**config.mk**
```make
export PLATFORM = sky130hd
export DESIGN_NAME = keyed_unique_fifo_flat
export DESIGN_NICKNAME = d
export VERILOG_FILES = /design/src/sv/kuf_pkg.sv /design/src/sv/kuf_if.sv /design/src/sv/kuf_store.sv /design/src/sv/keyed_unique_fifo.sv /design/src/flat_wrapper.sv
export SDC_FILE = /design/constraint.sdc
export NUM_CORES = 2
export LEC_CHECK = 0
export BUFFER_PORTS_ARGS = -buffer_cell sky130_fd_sc_hd__buf_2
export CELL_PAD_IN_SITES_DETAIL_PLACEMENT = 0
export CELL_PAD_IN_SITES_GLOBAL_PLACEMENT = 2
export CORE_ASPECT_RATIO = 0.8
export CORE_UTILIZATION = 50
export DETAILED_ROUTE_END_ITERATION = 12
export PLACE_DENSITY_LB_ADDON = 0.1
export SYNTH_ARGS = -nofsm -noshare
export SYNTH_HDL_FRONTEND = slang
export SYNTH_SLANG_ARGS = --single-unit
```
**constraint.sdc**
```tcl
create_clock -name clk -period 19.1 [get_ports clk]
set_input_delay 3.82 -clock clk [delete_from_list [all_inputs] [get_ports clk]]
set_output_delay 3.82 -clock clk [all_outputs]
set_load 0.05 [all_outputs]
```
**src/sv/kuf_pkg.sv**
```systemverilog
// Shared types, codes and constants for the keyed unique FIFO.
// No dependencies; every other file of the block imports this package.
package kuf_pkg;

    localparam int DEPTH = 16;
    localparam int PTR_W = $clog2(DEPTH);
    localparam int CNT_W = $clog2(DEPTH + 1);
    localparam int KEY_W = 32;
    localparam int DAT_W = 32;
    localparam int OP_W  = 2;
    localparam int ST_W  = 3;

    localparam logic [OP_W-1:0] OP_ENQ  = 2'd0;
    localparam logic [OP_W-1:0] OP_DEQ  = 2'd1;
    localparam logic [OP_W-1:0] OP_PEEK = 2'd2;
    localparam logic [OP_W-1:0] OP_NOP  = 2'd3;

    localparam logic [ST_W-1:0] ST_OK       = 3'd0;
    localparam logic [ST_W-1:0] ST_DUP      = 3'd1;
    localparam logic [ST_W-1:0] ST_EMPTY    = 3'd2;
    localparam logic [ST_W-1:0] ST_FULL     = 3'd3;
    localparam logic [ST_W-1:0] ST_NOTFOUND = 3'd4;

    localparam logic [PTR_W-1:0] PTR_LAST = PTR_W'(DEPTH - 1);
    localparam logic [CNT_W-1:0] CNT_FULL = CNT_W'(DEPTH);

    typedef struct packed {
        logic                    we;
        logic [PTR_W-1:0]        addr;
        logic signed [KEY_W-1:0] key;
        logic signed [DAT_W-1:0] data;
    } mem_wr_t;

    typedef struct packed {
        logic             re;
        logic [PTR_W-1:0] addr;
    } mem_rd_t;

    function automatic logic [PTR_W-1:0] next_ptr(input logic [PTR_W-1:0] p);
        next_ptr = (p == PTR_LAST) ? '0 : p + PTR_W'(1);
    endfunction

endpackage

```
**src/sv/kuf_if.sv**
```systemverilog
// Request and response channel interfaces of the keyed unique FIFO.
// Depends on kuf_pkg for field widths.
interface kuf_req_if;
    import kuf_pkg::*;

    logic                    valid;
    logic                    ready;
    logic [OP_W-1:0]         op;
    logic signed [KEY_W-1:0] item_key;
    logic signed [DAT_W-1:0] item_data;

    modport source (output valid, op, item_key, item_data, input ready);
    modport sink   (input valid, op, item_key, item_data, output ready);
endinterface

interface kuf_rsp_if;
    import kuf_pkg::*;

    logic                    valid;
    logic                    ready;
    logic [ST_W-1:0]         status;
    logic signed [KEY_W-1:0] out_key;
    logic signed [DAT_W-1:0] out_data;
    logic [CNT_W-1:0]        occupancy;

    modport source (output valid, status, out_key, out_data, occupancy, input ready);
    modport sink   (input valid, status, out_key, out_data, occupancy, output ready);
endinterface

```
**src/sv/kuf_store.sv**
```systemverilog
// Key and data storage: one write port, one read port with registered data.
// Depends on kuf_pkg for widths and the port structs.
module kuf_store
(
    input  logic                             clk,
    input  kuf_pkg::mem_wr_t                 wr,
    input  kuf_pkg::mem_rd_t                 rd,
    output logic signed [kuf_pkg::KEY_W-1:0] rd_key,
    output logic signed [kuf_pkg::DAT_W-1:0] rd_data
);
    import kuf_pkg::*;

    logic signed [KEY_W-1:0] key_mem [DEPTH];
    logic signed [DAT_W-1:0] data_mem [DEPTH];

    always_ff @(posedge clk)
    begin
        if (wr.we)
        begin
            key_mem[wr.addr]  <= wr.key;
            data_mem[wr.addr] <= wr.data;
        end
    end

    // hold the last read word until the next read
    always_ff @(posedge clk)
    begin
        if (rd.re)
        begin
            rd_key  <= key_mem[rd.addr];
            rd_data <= data_mem[rd.addr];
        end
    end

endmodule

```
**src/sv/keyed_unique_fifo.sv**
```systemverilog
// Top level of the keyed unique FIFO: sequencer, pointers and result register.
// Depends on kuf_pkg, kuf_req_if/kuf_rsp_if and kuf_store.
//
//  channel | dir | payload                                 | handshake
//  req     | in  | op, item_key, item_data                 | valid/ready
//  rsp     | out | status, out_key, out_data, occupancy    | valid/ready
//
// Enqueue and peek walk the held entries oldest first through one comparator,
// one entry a cycle, and stop at the first match or after the last entry.
// Dequeue and the unused op skip the walk. req.ready is high only between requests.
// A finished result waits in the output register; the next request is taken
// meanwhile, and only its own result stalls until rsp.ready frees the register.
// Reset empties the queue at once; stored words need no clearing.
module keyed_unique_fifo
(
    input  logic       clk,
    input  logic       rst_n,
    kuf_req_if.sink    req,
    kuf_rsp_if.source  rsp
);
    import kuf_pkg::*;

    typedef enum logic [1:0] {S_IDLE, S_SEARCH, S_FINISH} state_t;

    state_t                  state_reg, state_next;
    logic [OP_W-1:0]         op_reg, op_next;
    logic signed [KEY_W-1:0] key_reg, key_next;
    logic signed [DAT_W-1:0] data_reg, data_next;
    logic [PTR_W-1:0]        head_reg, head_next;
    logic [PTR_W-1:0]        tail_reg, tail_next;
    logic [CNT_W-1:0]        count_reg, count_next;
    logic [PTR_W-1:0]        walk_reg, walk_next;
    logic [CNT_W-1:0]        issued_reg, issued_next;
    logic                    pending_reg, pending_next;
    logic                    found_reg, found_next;

    logic                    res_valid_reg, res_valid_next;
    logic [ST_W-1:0]         res_status_reg, res_status_next;
    logic signed [KEY_W-1:0] res_key_reg, res_key_next;
    logic signed [DAT_W-1:0] res_data_reg, res_data_next;
    logic [CNT_W-1:0]        res_occ_reg, res_occ_next;

    mem_wr_t                 mem_wr;
    mem_rd_t                 mem_rd;
    logic signed [KEY_W-1:0] rd_key;
    logic signed [DAT_W-1:0] rd_data;

    logic req_fire;
    logic hit;
    logic issue;
    logic fin_fire;

    kuf_store u_store
    (
        .clk     (clk),
        .wr      (mem_wr),
        .rd      (mem_rd),
        .rd_key  (rd_key),
        .rd_data (rd_data)
    );

    assign req.ready     = (state_reg == S_IDLE);
    assign req_fire      = req.valid && req.ready;
    assign rsp.valid     = res_valid_reg;
    assign rsp.status    = res_status_reg;
    assign rsp.out_key   = res_key_reg;
    assign rsp.out_data  = res_data_reg;
    assign rsp.occupancy = res_occ_reg;

    // single shared comparator against the word read last cycle
    assign hit      = (state_reg == S_SEARCH) && pending_reg && (rd_key == key_reg);
    assign issue    = (state_reg == S_SEARCH) && !hit && (issued_reg != count_reg);
    assign fin_fire = (state_reg == S_FINISH) && (!res_valid_reg || rsp.ready);

    always_comb
    begin
        state_next      = state_reg;
        op_next         = op_reg;
        key_next        = key_reg;
        data_next       = data_reg;
        head_next       = head_reg;
        tail_next       = tail_reg;
        count_next      = count_reg;
        walk_next       = walk_reg;
        issued_next     = issued_reg;
        pending_next    = pending_reg;
        found_next      = found_reg;
        res_valid_next  = res_valid_reg && !rsp.ready;
        res_status_next = res_status_reg;
        res_key_next    = res_key_reg;
        res_data_next   = res_data_reg;
        res_occ_next    = res_occ_reg;
        mem_wr.we       = 1'b0;
        mem_wr.addr     = tail_reg;
        mem_wr.key      = key_reg;
        mem_wr.data     = data_reg;
        mem_rd.re       = 1'b0;
        mem_rd.addr     = walk_reg;

        unique case (state_reg)
            S_IDLE:
            begin
                if (req_fire)
                begin
                    op_next      = req.op;
                    key_next     = req.item_key;
                    data_next    = req.item_data;
                    walk_next    = head_reg;
                    issued_next  = '0;
                    pending_next = 1'b0;
                    found_next   = 1'b0;
                    if (req.op == OP_ENQ || req.op == OP_PEEK)
                    begin
                        state_next = S_SEARCH;
                    end
                    else
                    begin
                        // dequeue reads the head now; data is ready in finish
                        mem_rd.re   = (req.op == OP_DEQ);
                        mem_rd.addr = head_reg;
                        state_next  = S_FINISH;
                    end
                end
            end
            S_SEARCH:
            begin
                mem_rd.re    = issue;
                mem_rd.addr  = walk_reg;
                pending_next = issue;
                if (issue)
                begin
                    walk_next   = next_ptr(walk_reg);
                    issued_next = issued_reg + CNT_W'(1);
                end
                if (hit)
                begin
                    found_next = 1'b1;
                    state_next = S_FINISH;
                end
                else if (issued_reg == count_reg)
                begin
                    state_next = S_FINISH;
                end
            end
            S_FINISH:
            begin
                if (fin_fire)
                begin
                    res_valid_next  = 1'b1;
                    res_status_next = ST_OK;
                    res_key_next    = '0;
                    res_data_next   = '0;
                    res_occ_next    = count_reg;
                    unique case (op_reg)
                        OP_ENQ:
                        begin
                            if (found_reg)
                            begin
                                res_status_next = ST_DUP;
                            end
                            else if (count_reg == CNT_FULL)
                            begin
                                res_status_next = ST_FULL;
                            end
                            else
                            begin
                                mem_wr.we    = 1'b1;
                                tail_next    = next_ptr(tail_reg);
                                count_next   = count_reg + CNT_W'(1);
                                res_occ_next = count_reg + CNT_W'(1);
                            end
                        end
                        OP_DEQ:
                        begin
                            if (count_reg == '0)
                            begin
                                res_status_next = ST_EMPTY;
                            end
                            else
                            begin
                                res_key_next  = rd_key;
                                res_data_next = rd_data;
                                head_next     = next_ptr(head_reg);
                                count_next    = count_reg - CNT_W'(1);
                                res_occ_next  = count_reg - CNT_W'(1);
                            end
                        end
                        OP_PEEK:
                        begin
                            if (found_reg)
                            begin
                                res_key_next  = rd_key;
                                res_data_next = rd_data;
                            end
                            else
                            begin
                                res_status_next = ST_NOTFOUND;
                            end
                        end
                        default:
                        begin
                            res_status_next = ST_OK;
                        end
                    endcase
                    state_next = S_IDLE;
                end
            end
            default:
            begin
                state_next = S_IDLE;
            end
        endcase
    end

    always_ff @(posedge clk or negedge rst_n)
    begin
        if (!rst_n)
        begin
            state_reg     <= S_IDLE;
            head_reg      <= '0;
            tail_reg      <= '0;
            count_reg     <= '0;
            issued_reg    <= '0;
            pending_reg   <= 1'b0;
            found_reg     <= 1'b0;
            res_valid_reg <= 1'b0;
        end
        else
        begin
            state_reg     <= state_next;
            head_reg      <= head_next;
            tail_reg      <= tail_next;
            count_reg     <= count_next;
            issued_reg    <= issued_next;
            pending_reg   <= pending_next;
            found_reg     <= found_next;
            res_valid_reg <= res_valid_next;
        end
    end

    always_ff @(posedge clk)
    begin
        op_reg         <= op_next;
        key_reg        <= key_next;
        data_reg       <= data_next;
        walk_reg       <= walk_next;
        res_status_reg <= res_status_next;
        res_key_reg    <= res_key_next;
        res_data_reg   <= res_data_next;
        res_occ_reg    <= res_occ_next;
    end

    a_count_bound: assert property (@(posedge clk) disable iff (!rst_n)
        count_reg <= CNT_FULL)
        else $error("occupancy above capacity");

    a_ptr_meet: assert property (@(posedge clk) disable iff (!rst_n)
        (count_reg == '0 || count_reg == CNT_FULL) |-> head_reg == tail_reg)
        else $error("pointers disagree with occupancy");

    a_walk_bound: assert property (@(posedge clk) disable iff (!rst_n)
        (state_reg == S_SEARCH) |-> issued_reg <= count_reg)
        else $error("search walked past the held entries");

    a_enq_grow: assert property (@(posedge clk) disable iff (!rst_n)
        (fin_fire && op_reg == OP_ENQ && !found_reg && count_reg != CNT_FULL)
        |=> count_reg == $past(count_reg) + CNT_W'(1))
        else $error("accepted enqueue did not grow the queue");

    a_hold_idle: assert property (@(posedge clk) disable iff (!rst_n)
        (state_reg != S_FINISH) |=> count_reg == $past(count_reg))
        else $error("occupancy changed outside the finish step");

endmodule
```
**src/flat_wrapper.sv**
```systemverilog
// flat-port wrapper written by rule: the top's interface ports become plain ports
module keyed_unique_fifo_flat import kuf_pkg::*;
  (clk, rst_n, req_valid, req_op, req_item_key, req_item_data, req_ready, rsp_valid, rsp_status, rsp_out_key, rsp_out_data, rsp_occupancy, rsp_ready);
  kuf_req_if req_i ();
  kuf_rsp_if rsp_i ();
  input  logic clk;
  input  logic rst_n;
  input wire logic [$bits(req_i.valid)-1:0] req_valid;
  input wire logic [$bits(req_i.op)-1:0] req_op;
  input wire logic [$bits(req_i.item_key)-1:0] req_item_key;
  input wire logic [$bits(req_i.item_data)-1:0] req_item_data;
  output wire logic [$bits(req_i.ready)-1:0] req_ready;
  output wire logic [$bits(rsp_i.valid)-1:0] rsp_valid;
  output wire logic [$bits(rsp_i.status)-1:0] rsp_status;
  output wire logic [$bits(rsp_i.out_key)-1:0] rsp_out_key;
  output wire logic [$bits(rsp_i.out_data)-1:0] rsp_out_data;
  output wire logic [$bits(rsp_i.occupancy)-1:0] rsp_occupancy;
  input wire logic [$bits(rsp_i.ready)-1:0] rsp_ready;
  assign req_i.valid = req_valid;
  assign req_i.op = req_op;
  assign req_i.item_key = req_item_key;
  assign req_i.item_data = req_item_data;
  assign req_ready = req_i.ready;
  assign rsp_valid = rsp_i.valid;
  assign rsp_status = rsp_i.status;
  assign rsp_out_key = rsp_i.out_key;
  assign rsp_out_data = rsp_i.out_data;
  assign rsp_occupancy = rsp_i.occupancy;
  assign rsp_i.ready = rsp_ready;
  keyed_unique_fifo u_core (.clk(clk), .rst_n(rst_n), .req(req_i), .rsp(rsp_i));
endmodule
```
==> summary.txt <==
Cells and area
  • Commonest non-fill, non-tap cells in the layout: 1,230 x edfxtp_1, 496 x nand2_1, 161 x mux2i_1
  • Final core occ: 56.7%
  • Area Overhead vs Synth: 12.3%
  • FF+latch area: 37,500 sq um
  • Fill count: 7,453
  • Most common cell after layout, fill and taps aside: edfxtp_1
  • Share of cells above drive strength 1: around 15%
  • Area taken by multi-input logic gates: 9830 sq um
  • Nets@finish: 3,136
  • Regs by FF count: u_core.u_store.data_mem: 512 flops, u_core.u_store.key_mem: 512 flops
  • Non-filler cells, final: 4,442

CTS
  • Clk sinks: about 1,300
  • Clock-pin slew on the worst setup and hold paths: ~60 ps
  • # hold bufs at CTS: 0
  • Clk_lat worst skew: about 700 ps
  • CTS tree: yes
  • Cts bufs inserted: 121
  • Worst-case clock buffer depth: 3
  • CTS root buf: clkbuf_16
  • Postcts setup bufs: 0
  • PostCTS Resize Cnt: 0
  • H-tree Lvls: 3

Worst setup path
  • Critical path type: input pin to flop
  • Kind of end point of the critical path: flop
  • Cell with the most instances on the worst path: buf_4
  • CP Data Required Time: 19,530 ps
  • Worst Path Max Fanout: roughly 150
  • CP bufs+invs: 5
  • CP max stage delay: 940 ps
  • CP arrival: 9290 ps
  • R2R cell count: 9
  • Critical path depth: 10
  • Largest delay share family, worst path: buffers and inverters
  • Crit path cell chain: buf_2, nor4bb_4, mux2i_4, buf_4, buf_12, buf_4, buf_4, mux2i_1, o22ai_1, a211o_1
  • Startpoint type of the worst setup path: input pin
  • Worst path slowest cell: buf_4

Synth
  • Synth cell types: 55
  • Net Count, Synth: 2,985
  • Yosys warns: 0
  • Syn Area/Cell: 16.5 sq um
  • Netlist Area Pre-Place: 48,000 sq um
  • Ys async rst share: 1.84%
  • Main synth FF type: edfxtp_1
  • Number of synthesized flops with an enable pin: around 1,200
  • FF+latch count, synth: 1,253
  • Sequential share of the synthesized area: about 78%
  • Gate Count Post-Synth: 2,902

Global route
  • Pin count of the biggest net entering global routing: 149
  • Number of global-route vias before repair: 25,600
  • GR Overflow Total: 0
  • Initial antenna violation count: 4
  • Total track usage: 24.9%
  • First-pass GRT wire length: 174,000 um

Drt
  • Remaining antenna violation count: 0
  • Drt first pass iters: 7
  • Average wire per standard cell: approximately 27 um
  • Vias per cell: slightly below 6
  • Initial DRC count: 2,445
  • Routed wire length: 121,000 um
  • # DRC: 0
  • Vias: 25,800

Placed design
  • IO buf count: around 140
  • Detailed placer's ending HPWL: around 60,000 um
  • Placed cells: ~4,200
  • GPL Wtd Cong: 0.761
  • Pre-CTS WS: roughly 9500 ps

Status
  • Status: complete, no violations

Timing
  • Final setup vio count: 0
  • Final Max Tran Viols: 0
  • Setup Skew: 26.6 ps
  • Final period utilization: 46.4%
  • Final TNS setup: 0 ps
  • RSZ-0062 raised after global routing: no
  • Worst slew margin relative to its limit: 24.7%
  • Max frequency: about 0.11 GHz
  • Slew @ Worst Pin: 1130 ps
  • Endpoints failing hold: 0
  • Minimum clock period: approximately 9000 ps
  • Worst Setup Slack, final: around 10,000 ps

Die
  • Initial cell density of the core: around 50%
  • FP Rows: 101
  • DIE WIDTH: 348 um
  • # IOs: 144
  • Die span in y: between 200 and 300 um
  • Core area: 95,000 sq um
  • Area of the die: 97,200 sq um

Power and ir drop
  • PD cells: around 150 nW/um^2
  • Pwr Total: 8.30 mW
  • Leak pwr: 18.6 nW
  • VDD IR-drop max: 120 uV

Run
  • Max Cap Viol: 0

Worst hold path
  • Hold path cells: 1
  • Worst min path class: flop to flop
-- area by class of cell --
cell class / instances / share of cell area (%)
clock inverter: 70 / 1.07
sequential: 1253 / 69.6
clock buffer: 154 / 5.97
inverter: 12 / 0.0882
tap: 1287 / 2.99
antenna: 1 / 0.00464
multi-input combinational: 1475 / 18.3
timing repair buffer: 190 / 2.01
-- routing by layer --
metal | vias to the layer above | GRT usage (%) | part of all wire (%)
met2 | 820 | 40.6 | 48
met4 | 0 | 6.24 | 2.1
met1 | 13400 | 35.8 | 45
met5 | - | 0 | 0
li1 | 11400 | - | -
met3 | 166 | 3.36 | 5.5
-- worst paths after layout --
path	startpoint	end	slack, ps
setup reg to reg	u_core.state_reg[0]	u_core.u_store.rd_data[28]	12960
hold reg to reg	u_core.issued_reg[4]	u_core.issued_reg[4]	500
setup / recovery	req_valid	u_core.u_store.rd_data[28]	10240
max in group asynchronous	rst_n	u_core.count_reg[4]	15610
min in group asynchronous	rst_n	u_core.state_reg[1]	3110
hold / removal	u_core.issued_reg[4]	u_core.issued_reg[4]	500
-- Yosys cell counts (all sizes together) (2+ instances only) --
master / count / share of area [%]
nand4: 26 / 0.34
o211ai: 2 / 0.031
a21o: 2 / 0.031
and2: 107 / 1.4
o41ai: 2 / 0.037
a211o: 31 / 0.57
nor3b: 5 / 0.089
a21oi: 28 / 0.29
mux2i: 164 / 3.5
nand2: 500 / 3.9
dfrtp: 23 / 1.2
a221o: 2 / 0.042
a32oi: 10 / 0.18
a211oi: 32 / 0.50
inv: 12 / 0.094
or4: 9 / 0.14
mux2: 11 / 0.26
nor4: 7 / 0.091
nor2: 15 / 0.14
xnor2: 6 / 0.11
ha: 13 / 0.34
a31oi: 44 / 0.57
nand3: 113 / 1.2
xor2: 34 / 0.62
clkbuf: 65 / 0.51
buf: 97 / 1.1
edfxtp: 1230 / 77
mux4: 48 / 2.3
and3: 44 / 0.57
o21ai: 71 / 0.74
a22oi: 23 / 0.36
nand2b: 2 / 0.026
nor3: 8 / 0.083
o22ai: 72 / 0.94
a31o: 31 / 0.57
nor2b: 4 / 0.052
-- through the flow --
stage          hold slack [ps]  area (sq um)
3_3_place_gp               491         50100
6_report                   501         53900
5_1_grt                    534         53900
3_5_place_dp               497         50100
2_1_floorplan              465         48000
4_1_cts                    506         53900
-- worst register-to-register path, stage by stage (launching register included) --
cell,delay (ps)
dfrtp_1,500
nor4bb_4,860
mux2i_4,360
buf_4,730
buf_12,710
buf_4,1080
buf_4,890
mux2i_1,360
o22ai_1,100
a211o_1,310
-- kinds of logic (layout without fill, tap and decap cells) --
group                      after synthesis  after routing  share of synthesized area [%]
DFF                                   1253           1253                           78.2
and+or+nand+nor                        845            845                           8.14
AOI/OAI and AO/OA                      354            354                           4.93
muxes                                  223            223                           5.97
buffers and inverters                  174            426                           1.73
xor gates and xnor gates                40             40                          0.730
adders and majority gates               13             13                          0.339
other                                    0              1                              0
-- power breakdown --
group | switching (mW) | internal (mW) | total [mW] | leakage (nW)
sequential | 0.224 | 3.44 | 3.67 | 11.4
combinational | 1.58 | 0.750 | 2.33 | 5.25
clock | 0.999 | 1.30 | 2.30 | 1.86
total | 2.81 | 5.50 | 8.30 | 18.6
Note: power is estimated with default switching activity, not from simulation.
